File: src/rtl/core/fci_pkg.sv
package fci_pkg;

    localparam int NUM_SLOTS = 8;
    localparam int PT_W      = 15;
    localparam int TEMP_W    = 8;
    localparam int PCT_W     = 7;
    localparam int CNT_W     = 4;
    localparam int QUOT_W    = 15;
    localparam int PROD_W    = 17;
    localparam int CFG_W     = 60;
    localparam int CFG_IDX_W = 2;
    localparam int PTS_W     = NUM_SLOTS * PT_W;
    localparam int PCT_LIMIT = 100;

    localparam logic [CFG_IDX_W-1:0] CFG_POINT_COUNT = 2'd0;
    localparam logic [CFG_IDX_W-1:0] CFG_FIRST_FOUR  = 2'd1;
    localparam logic [CFG_IDX_W-1:0] CFG_LAST_FOUR   = 2'd2;

    typedef struct packed {
        logic              neg;
        logic [TEMP_W-1:0] rem;
        logic [QUOT_W-1:0] work;
        logic [TEMP_W-1:0] den;
        logic [PCT_W-1:0]  base;
    } t_div;

endpackage

File: src/rtl/core/fci_select.sv
module fci_select #(
    parameter int MAX_POINTS = 8
) (
    input  logic                         i_clk,
    input  logic                         i_rst_n,
    input  logic                         i_en,
    input  logic                         i_valid,
    input  logic [fci_pkg::TEMP_W-1:0]   i_temperature,
    input  logic [fci_pkg::CNT_W-1:0]    i_point_count,
    input  logic [fci_pkg::PTS_W-1:0]    i_points,
    output logic                         o_valid,
    output fci_pkg::t_div                o_data
);

    logic [fci_pkg::CNT_W-1:0]  w_n;
    logic [fci_pkg::TEMP_W-1:0] w_lo_t;
    logic [fci_pkg::PCT_W-1:0]  w_lo_p;
    logic [fci_pkg::TEMP_W-1:0] w_hi_t;
    logic [fci_pkg::PCT_W-1:0]  w_hi_p;

    logic                       r_s1_valid;
    logic [fci_pkg::TEMP_W-1:0] r_s1_t;
    logic [fci_pkg::TEMP_W-1:0] r_s1_lo_t;
    logic [fci_pkg::PCT_W-1:0]  r_s1_lo_p;
    logic [fci_pkg::TEMP_W-1:0] r_s1_hi_t;
    logic [fci_pkg::PCT_W-1:0]  r_s1_hi_p;

    logic signed [fci_pkg::TEMP_W:0]   w_num;
    logic signed [fci_pkg::TEMP_W:0]   w_den;
    logic signed [fci_pkg::PCT_W:0]    w_diff;
    logic signed [fci_pkg::PROD_W-1:0] w_prod;
    logic signed [fci_pkg::PROD_W-1:0] w_mag;
    fci_pkg::t_div                     n_s2_data;

    logic          r_s2_valid;
    fci_pkg::t_div r_s2_data;

    always_comb begin
        if (i_point_count == '0) begin
            w_n = fci_pkg::CNT_W'(1);
        end else if (i_point_count > fci_pkg::CNT_W'(MAX_POINTS)) begin
            w_n = fci_pkg::CNT_W'(MAX_POINTS);
        end else begin
            w_n = i_point_count;
        end
    end

    always_comb begin
        w_lo_t = i_points[0 +: fci_pkg::TEMP_W];
        w_lo_p = i_points[fci_pkg::TEMP_W +: fci_pkg::PCT_W];
        w_hi_t = w_lo_t;
        w_hi_p = w_lo_p;
        for (int k = 0; k < MAX_POINTS; k++) begin
            if (fci_pkg::CNT_W'(k) < w_n) begin
                w_hi_t = i_points[k*fci_pkg::PT_W +: fci_pkg::TEMP_W];
                w_hi_p = i_points[k*fci_pkg::PT_W + fci_pkg::TEMP_W +: fci_pkg::PCT_W];
                if (i_points[k*fci_pkg::PT_W +: fci_pkg::TEMP_W] <= i_temperature) begin
                    w_lo_t = i_points[k*fci_pkg::PT_W +: fci_pkg::TEMP_W];
                    w_lo_p = i_points[k*fci_pkg::PT_W + fci_pkg::TEMP_W +: fci_pkg::PCT_W];
                end
            end
        end
        for (int k = MAX_POINTS - 1; k >= 0; k--) begin
            if ((fci_pkg::CNT_W'(k) < w_n) &&
                (i_points[k*fci_pkg::PT_W +: fci_pkg::TEMP_W] > i_temperature)) begin
                w_hi_t = i_points[k*fci_pkg::PT_W +: fci_pkg::TEMP_W];
                w_hi_p = i_points[k*fci_pkg::PT_W + fci_pkg::TEMP_W +: fci_pkg::PCT_W];
            end
        end
    end

    always_ff @(posedge i_clk) begin
        if (!i_rst_n) begin
            r_s1_valid <= 1'b0;
            r_s2_valid <= 1'b0;
        end else if (i_en) begin
            r_s1_valid <= i_valid;
            r_s2_valid <= r_s1_valid;
        end
    end

    always_ff @(posedge i_clk) begin
        if (i_en) begin
            r_s1_t    <= i_temperature;
            r_s1_lo_t <= w_lo_t;
            r_s1_lo_p <= w_lo_p;
            r_s1_hi_t <= w_hi_t;
            r_s1_hi_p <= w_hi_p;
            r_s2_data <= n_s2_data;
        end
    end

    always_comb begin
        w_num  = $signed({1'b0, r_s1_t}) - $signed({1'b0, r_s1_lo_t});
        w_den  = $signed({1'b0, r_s1_hi_t}) - $signed({1'b0, r_s1_lo_t});
        w_diff = $signed({1'b0, r_s1_hi_p}) - $signed({1'b0, r_s1_lo_p});
        if (w_den < 0) begin
            w_den = -w_den;
            w_num = -w_num;
        end
        w_prod = w_num * w_diff;
        w_mag  = (w_prod < 0) ? -w_prod : w_prod;

        n_s2_data.neg  = w_prod < 0;
        n_s2_data.rem  = '0;
        n_s2_data.work = w_mag[fci_pkg::QUOT_W-1:0];
        n_s2_data.den  = w_den[fci_pkg::TEMP_W-1:0];
        n_s2_data.base = r_s1_lo_p;
        if (r_s1_lo_t == r_s1_hi_t) begin
            n_s2_data.neg  = 1'b0;
            n_s2_data.work = '0;
            n_s2_data.den  = fci_pkg::TEMP_W'(1);
            n_s2_data.base = r_s1_hi_p;
        end
    end

    assign o_valid = r_s2_valid;
    assign o_data  = r_s2_data;

endmodule

File: src/rtl/core/fci_div_cell.sv
module fci_div_cell (
    input  logic          i_clk,
    input  logic          i_rst_n,
    input  logic          i_en,
    input  logic          i_valid,
    input  fci_pkg::t_div i_data,
    output logic          o_valid,
    output fci_pkg::t_div o_data
);

    logic [fci_pkg::TEMP_W:0] w_trial;
    logic                     w_fit;
    fci_pkg::t_div            n_data;
    logic                     r_valid;
    fci_pkg::t_div            r_data;

    always_comb begin
        w_trial     = {i_data.rem, i_data.work[fci_pkg::QUOT_W-1]};
        w_fit       = w_trial >= {1'b0, i_data.den};
        n_data      = i_data;
        n_data.rem  = w_fit ? fci_pkg::TEMP_W'(w_trial - {1'b0, i_data.den})
                            : fci_pkg::TEMP_W'(w_trial);
        n_data.work = {i_data.work[fci_pkg::QUOT_W-2:0], w_fit};
    end

    always_ff @(posedge i_clk) begin
        if (!i_rst_n) begin
            r_valid <= 1'b0;
        end else if (i_en) begin
            r_valid <= i_valid;
        end
    end

    always_ff @(posedge i_clk) begin
        if (i_en) begin
            r_data <= n_data;
        end
    end

    assign o_valid = r_valid;
    assign o_data  = r_data;

endmodule

File: src/rtl/core/fan_curve_interpolator.sv
// Pipeline from input transaction to result valid: 2 select/product stages,
// 15 restoring division cells, 1 output register.
// Throughput: one transaction per cycle while the output is not stalled; the division cell chain sets the depth.
// Output stall holds the whole pipeline; input ready follows output space.
// Synchronous active-low reset clears all valid flags, point_count to 1
// and both point registers to zero.
module fan_curve_interpolator #(
    parameter int MAX_POINTS = 8
) (
    input  logic                            i_clk,
    input  logic                            i_rst_n,
    input  logic                            i_in_valid,
    output logic                            o_in_ready,
    input  logic [fci_pkg::TEMP_W-1:0]      i_temperature,
    output logic                            o_out_valid,
    input  logic                            i_out_ready,
    output logic [fci_pkg::PCT_W-1:0]       o_fan_percent,
    input  logic                            i_cfg_valid,
    output logic                            o_cfg_ready,
    input  logic [fci_pkg::CFG_IDX_W-1:0]   i_cfg_index,
    input  logic [fci_pkg::CFG_W-1:0]       i_cfg_data
);

    logic [fci_pkg::CNT_W-1:0] r_point_count;
    logic [fci_pkg::CFG_W-1:0] r_points_first;
    logic [fci_pkg::CFG_W-1:0] r_points_last;

    logic                      w_en;
    logic [fci_pkg::QUOT_W:0]  w_valid;
    fci_pkg::t_div             w_data [0:fci_pkg::QUOT_W];

    logic                               r_out_valid;
    logic [fci_pkg::PCT_W-1:0]          r_out_pct;
    logic signed [fci_pkg::PROD_W-1:0]  w_q;
    logic signed [fci_pkg::PROD_W-1:0]  w_res;
    logic [fci_pkg::PCT_W-1:0]          n_out_pct;

    assign o_cfg_ready = 1'b1;

    always_ff @(posedge i_clk) begin
        if (!i_rst_n) begin
            r_point_count  <= fci_pkg::CNT_W'(1);
            r_points_first <= '0;
            r_points_last  <= '0;
        end else if (i_cfg_valid) begin
            unique case (i_cfg_index)
                fci_pkg::CFG_POINT_COUNT: r_point_count  <= i_cfg_data[fci_pkg::CNT_W-1:0];
                fci_pkg::CFG_FIRST_FOUR:  r_points_first <= i_cfg_data;
                fci_pkg::CFG_LAST_FOUR:   r_points_last  <= i_cfg_data;
                default: ;
            endcase
        end
    end

    assign w_en       = !r_out_valid || i_out_ready;
    assign o_in_ready = w_en;

    fci_select #(
        .MAX_POINTS (MAX_POINTS)
    ) u_select (
        .i_clk         (i_clk),
        .i_rst_n       (i_rst_n),
        .i_en          (w_en),
        .i_valid       (i_in_valid),
        .i_temperature (i_temperature),
        .i_point_count (r_point_count),
        .i_points      ({r_points_last, r_points_first}),
        .o_valid       (w_valid[0]),
        .o_data        (w_data[0])
    );

    for (genvar g = 0; g < fci_pkg::QUOT_W; g++) begin : g_cell
        fci_div_cell u_cell (
            .i_clk   (i_clk),
            .i_rst_n (i_rst_n),
            .i_en    (w_en),
            .i_valid (w_valid[g]),
            .i_data  (w_data[g]),
            .o_valid (w_valid[g+1]),
            .o_data  (w_data[g+1])
        );
    end

    always_comb begin
        w_q = $signed({2'b00, w_data[fci_pkg::QUOT_W].work});
        if (w_data[fci_pkg::QUOT_W].neg) begin
            w_q = -(w_q + $signed(fci_pkg::PROD_W'(w_data[fci_pkg::QUOT_W].rem != '0)));
        end
        w_res = $signed(fci_pkg::PROD_W'(w_data[fci_pkg::QUOT_W].base)) + w_q;
        if (w_res < 0) begin
            n_out_pct = '0;
        end else if (w_res > fci_pkg::PROD_W'(fci_pkg::PCT_LIMIT)) begin
            n_out_pct = fci_pkg::PCT_W'(fci_pkg::PCT_LIMIT);
        end else begin
            n_out_pct = w_res[fci_pkg::PCT_W-1:0];
        end
    end

    always_ff @(posedge i_clk) begin
        if (!i_rst_n) begin
            r_out_valid <= 1'b0;
        end else if (w_en) begin
            r_out_valid <= w_valid[fci_pkg::QUOT_W];
        end
    end

    always_ff @(posedge i_clk) begin
        if (w_en) begin
            r_out_pct <= n_out_pct;
        end
    end

    assign o_out_valid   = r_out_valid;
    assign o_fan_percent = r_out_pct;

`ifndef ASSERT_OFF
    a_pct_range: assert property (@(posedge i_clk) disable iff (!i_rst_n)
        o_out_valid |-> (o_fan_percent <= fci_pkg::PCT_W'(fci_pkg::PCT_LIMIT)))
        else $error("fan_percent above limit");

    a_stall_hold: assert property (@(posedge i_clk) disable iff (!i_rst_n)
        (o_out_valid && !i_out_ready) |=> $stable(w_valid))
        else $error("pipeline moved during output stall");

    a_chain_to_out: assert property (@(posedge i_clk) disable iff (!i_rst_n)
        (w_valid[fci_pkg::QUOT_W] && w_en) |=> o_out_valid)
        else $error("division chain result dropped");
`endif

endmodule

File: config.mk
export PLATFORM = sky130hd
export DESIGN_NAME = fan_curve_interpolator
export DESIGN_NICKNAME = d
export VERILOG_FILES = /design/src/rtl/core/fci_pkg.sv /design/src/rtl/core/fci_select.sv /design/src/rtl/core/fci_div_cell.sv /design/src/rtl/core/fan_curve_interpolator.sv
export SDC_FILE = /design/constraint.sdc
export NUM_CORES = 2
export LEC_CHECK = 0
export BUFFER_PORTS_ARGS = -buffer_cell sky130_fd_sc_hd__buf_4
export CORE_ASPECT_RATIO = 1.2
export CORE_MARGIN = 1.5
export CORE_UTILIZATION = 57
export CTS_CLUSTER_SIZE = 8
export DETAILED_ROUTE_END_ITERATION = 8
export MAX_ROUTING_LAYER = met4
export PLACE_DENSITY = 0.88
export SYNTH_ARGS = -nofsm -noshare
export SYNTH_HDL_FRONTEND = slang
export SYNTH_SLANG_ARGS = --single-unit
File: constraint.sdc
create_clock -name i_clk -period 28.9 [get_ports i_clk]
set_input_delay 5.78 -clock i_clk [delete_from_list [all_inputs] [get_ports i_clk]]
set_output_delay 5.78 -clock i_clk [all_outputs]
set_load 0.1 [all_outputs]
==> impl_metrics.py <==
metrics = {
    "critical_path": {
        "cp_top_family": "buffers and inverters",
        "crit_path_max_fanout": 57,
        "crit_buf_inv": 4,
        "cp_cell_sequence": "buf_4 -> nor2b_1 -> buf_4 -> inv_8 -> buf_4",
        "start_kind": "input port",
        "critPathMostFrequentCell": "buf_4",
        "cp-end-kind": "output pin",
        "slowest_delay_ns": 0.39,
        "r2r_start": "u_select.r_s1_hi_t[0]",
        "cp-startpoint": "i_out_ready",
        "critPathRequiredTime_ns": 23.12,
        "crit_type": "input port to output pin",
        "crit_path_top_delay_cell": "buf_4",
        "arrival_ns": 6.89,
    },
    "global_route": {
        "gr-usage-all-layers": 0.2673,
        "first_global_vias": 28568,
        "grt_pass1_wl_um": 148400,
        "grt_max_degree": 143,
        "antenna_found_initial": 0,
        "grt_overflow": 0,
    },
    "logic_synthesis": {
        "synth_top_area_cell": "edfxtp_1",
        "yosysMostFrequentCell": "edfxtp_1",
        "synth_area_um2": 40900,
        "synth_fp_nets": 4026,
        "synth.distinct_cells": 86,
        "syn_area_per_cell_um2": 11.32,
        "yosysWarningCount": 0,
        "netlist_top_cells_count": "edfxtp_1, nand2_1, inv_1",
        "synthArstFlopShare": 0,
        "ys_top_cells_by_area": "edfxtp_1, ha_1, dfxtp_1",
        "syn_inst": 3612,
        "yosysTopAreaCellShare": 0.4794,
        "ys.flop_type": "edfxtp_1",
        "synth-edff-count": 653,
        "seq_area_frac_synth": 0.5489,
        "synth_seq_cells": 795,
    },
    "hold_path": {
        "hold_class": "flip-flop to flip-flop",
        "min_from": "g_cell[1].u_cell.o_data[2]",
    },
    "cts": {
        "clock_sinks": 795,
        "root_buffer": "clkbuf_16",
        "htreeDepth": 3,
        "numCtsBuffers": 109,
        "postCtsHoldBufs": 0,
        "cts_tree": "yes",
        "cts_setup_buffers": 0,
        "clk_pin_slew_ns": 0.05,
        "cts_buffer_depth": 3,
        "clock_latency_ns": 0.70,
        "cts-resized-gates": 0,
    },
    "sta": {
        "fin_setup_tns_ns": 0,
        "setup_viol": 0,
        "period_share": 0.4384,
        "max-slew-margin-rel": 0.1998,
        "rsz0062_at_grt": "no",
        "drv_slew": 0,
        "min_period_ns": 12.67,
        "hold_viol": 0,
        "fmax_mhz": 78.93,
        "worstMarginPinSlew_ns": 1.193,
        "clock_skew_ns": 0.06658,
    },
    "die": {
        "fp.dieArea_um2": 73380,
        "start_util": 0.5764,
        "core_area_um2": 70960,
        "die_y_um": 296.4,
        "fp-row-count": 107,
        "pin_count": 85,
        "dieWidth_um": 247.5,
    },
    "detailed_routing": {
        "drtAntennaViolNets": 0,
        "drtPass1Iterations": 6,
        "vias": 28427,
        "viasPerCell": 6.078,
        "wl_um": 94000,
        "detail_route.wl_per_cell_um": 20.10,
        "drt_iter0_drc": 2676,
        "drc": 0,
    },
    "finish": {
        "nets": 4125,
        "drive_above_1_share": 0.08264,
        "multiInputGateArea_um2": 16610,
        "syn_to_final_growth_pct": 11.16,
        "num-fill-cells": 4989,
        "regArea_um2": 22450,
        "antenna_cells": 0,
    },
    "place": {
        "numPortBuffers": 83,
        "place_congestion": 0.9602,
        "hpwl_um": 62140,
    },
    "run": {
        "maxCapViolations": 0,
    },
    "outcome": {
        "outcome": "completed",
    },
}
## state kept, by name, indices dropped and copies added, names as in the netlist, 4 cells and up
| register | count |
|---|---|
| g_cell.u_cell.o_valid | 15 |
| u_select.o_data | 31 |
| u_select.r_s1_lo_t | 8 |
| u_select.r_s1_lo_p | 7 |
| r_points_first | 60 |
| g_cell.u_cell.o_data | 577 |
| r_point_count | 4 |
| u_select.r_s1_hi_t | 8 |
| u_select.r_s1_hi_p | 7 |
| r_points_last | 60 |
| o_fan_percent | 7 |
| u_select.r_s1_t | 8 |
## placed cells by master, fill, tap and decap left out, drive strengths merged, types with 50 or more instances in the layout
cell	Yosys	layout
ha	259	259
a21boi	181	181
nand2	462	462
xnor2	54	54
nor2b	58	58
xor2	54	54
inv	362	364
buf	16	112
a21oi	153	153
nor3	50	50
clkbuf	108	143
nor2	240	240
edfxtp	653	653
mux2i	51	51
o21ai	201	201
dfxtp	142	142
fa	80	80
## area by class of cell
class | instances | area share
clock buffer | 143 | 0.06280
clock inverter | 8 | 0.003908
inverter | 363 | 0.03013
multi-input combinational | 2330 | 0.3653
sequential | 795 | 0.4938
tap | 926 | 0.02548
timing repair buffer | 112 | 0.01849
## per-layer routing
metal,GRT usage,share of wire,vias to the layer above
met2,0.4717,0.52,1412
met3,0.04006,0.070,409
met5,-,0,-
li1,-,-,13019
met1,0.2802,0.34,13587
met4,0.1650,0.067,0
## final timing paths
| check | slack (ns) | endpoint | cells past startpoint |
|---|---|---|---|
| max | 16.23 | o_in_ready | 5 |
| min reg2reg | 0.39 | g_cell[2].u_cell.o_data[2] | 0 |
| min | 0.39 | g_cell[2].u_cell.o_data[2] | 0 |
| max reg2reg | 20.84 | u_select.o_data[26] | 30 |
## metrics by stage
step	hold slack (ns)	std cells	area (um2)	setup slack, ns	util
finish	0.3908	4677	45470	16.23	0.6408
detailed placement	0.4045	4526	42430	16.21	0.5980
floorplan	0.4003	3612	40900	8.331	-
global route	0.4033	4677	45470	16.17	0.6408
CTS	0.3951	4677	45470	16.21	0.6408
global placement	0.4005	4526	42430	16.20	0.5980
## logic make-up (layout without fill, tap and decap cells)
kind of cell               count (synthesis)  count (layout)  synth area share
xor gates and xnor gates                 108             108           0.02331
adders and majority gates                339             339            0.1184
and+or+nand+nor                          983             983            0.1071
other                                      1               1        0.00009169
buffers and inverters                    487             626           0.04576
DFF                                      795             795            0.5489
AOI/OAI and AO/OA                        807             807            0.1296
muxes                                     92              92           0.02680
Power is left out: the tool's default activity adds up to more than one toggle a clock period on the data nets, which glitch-free logic cannot reach.
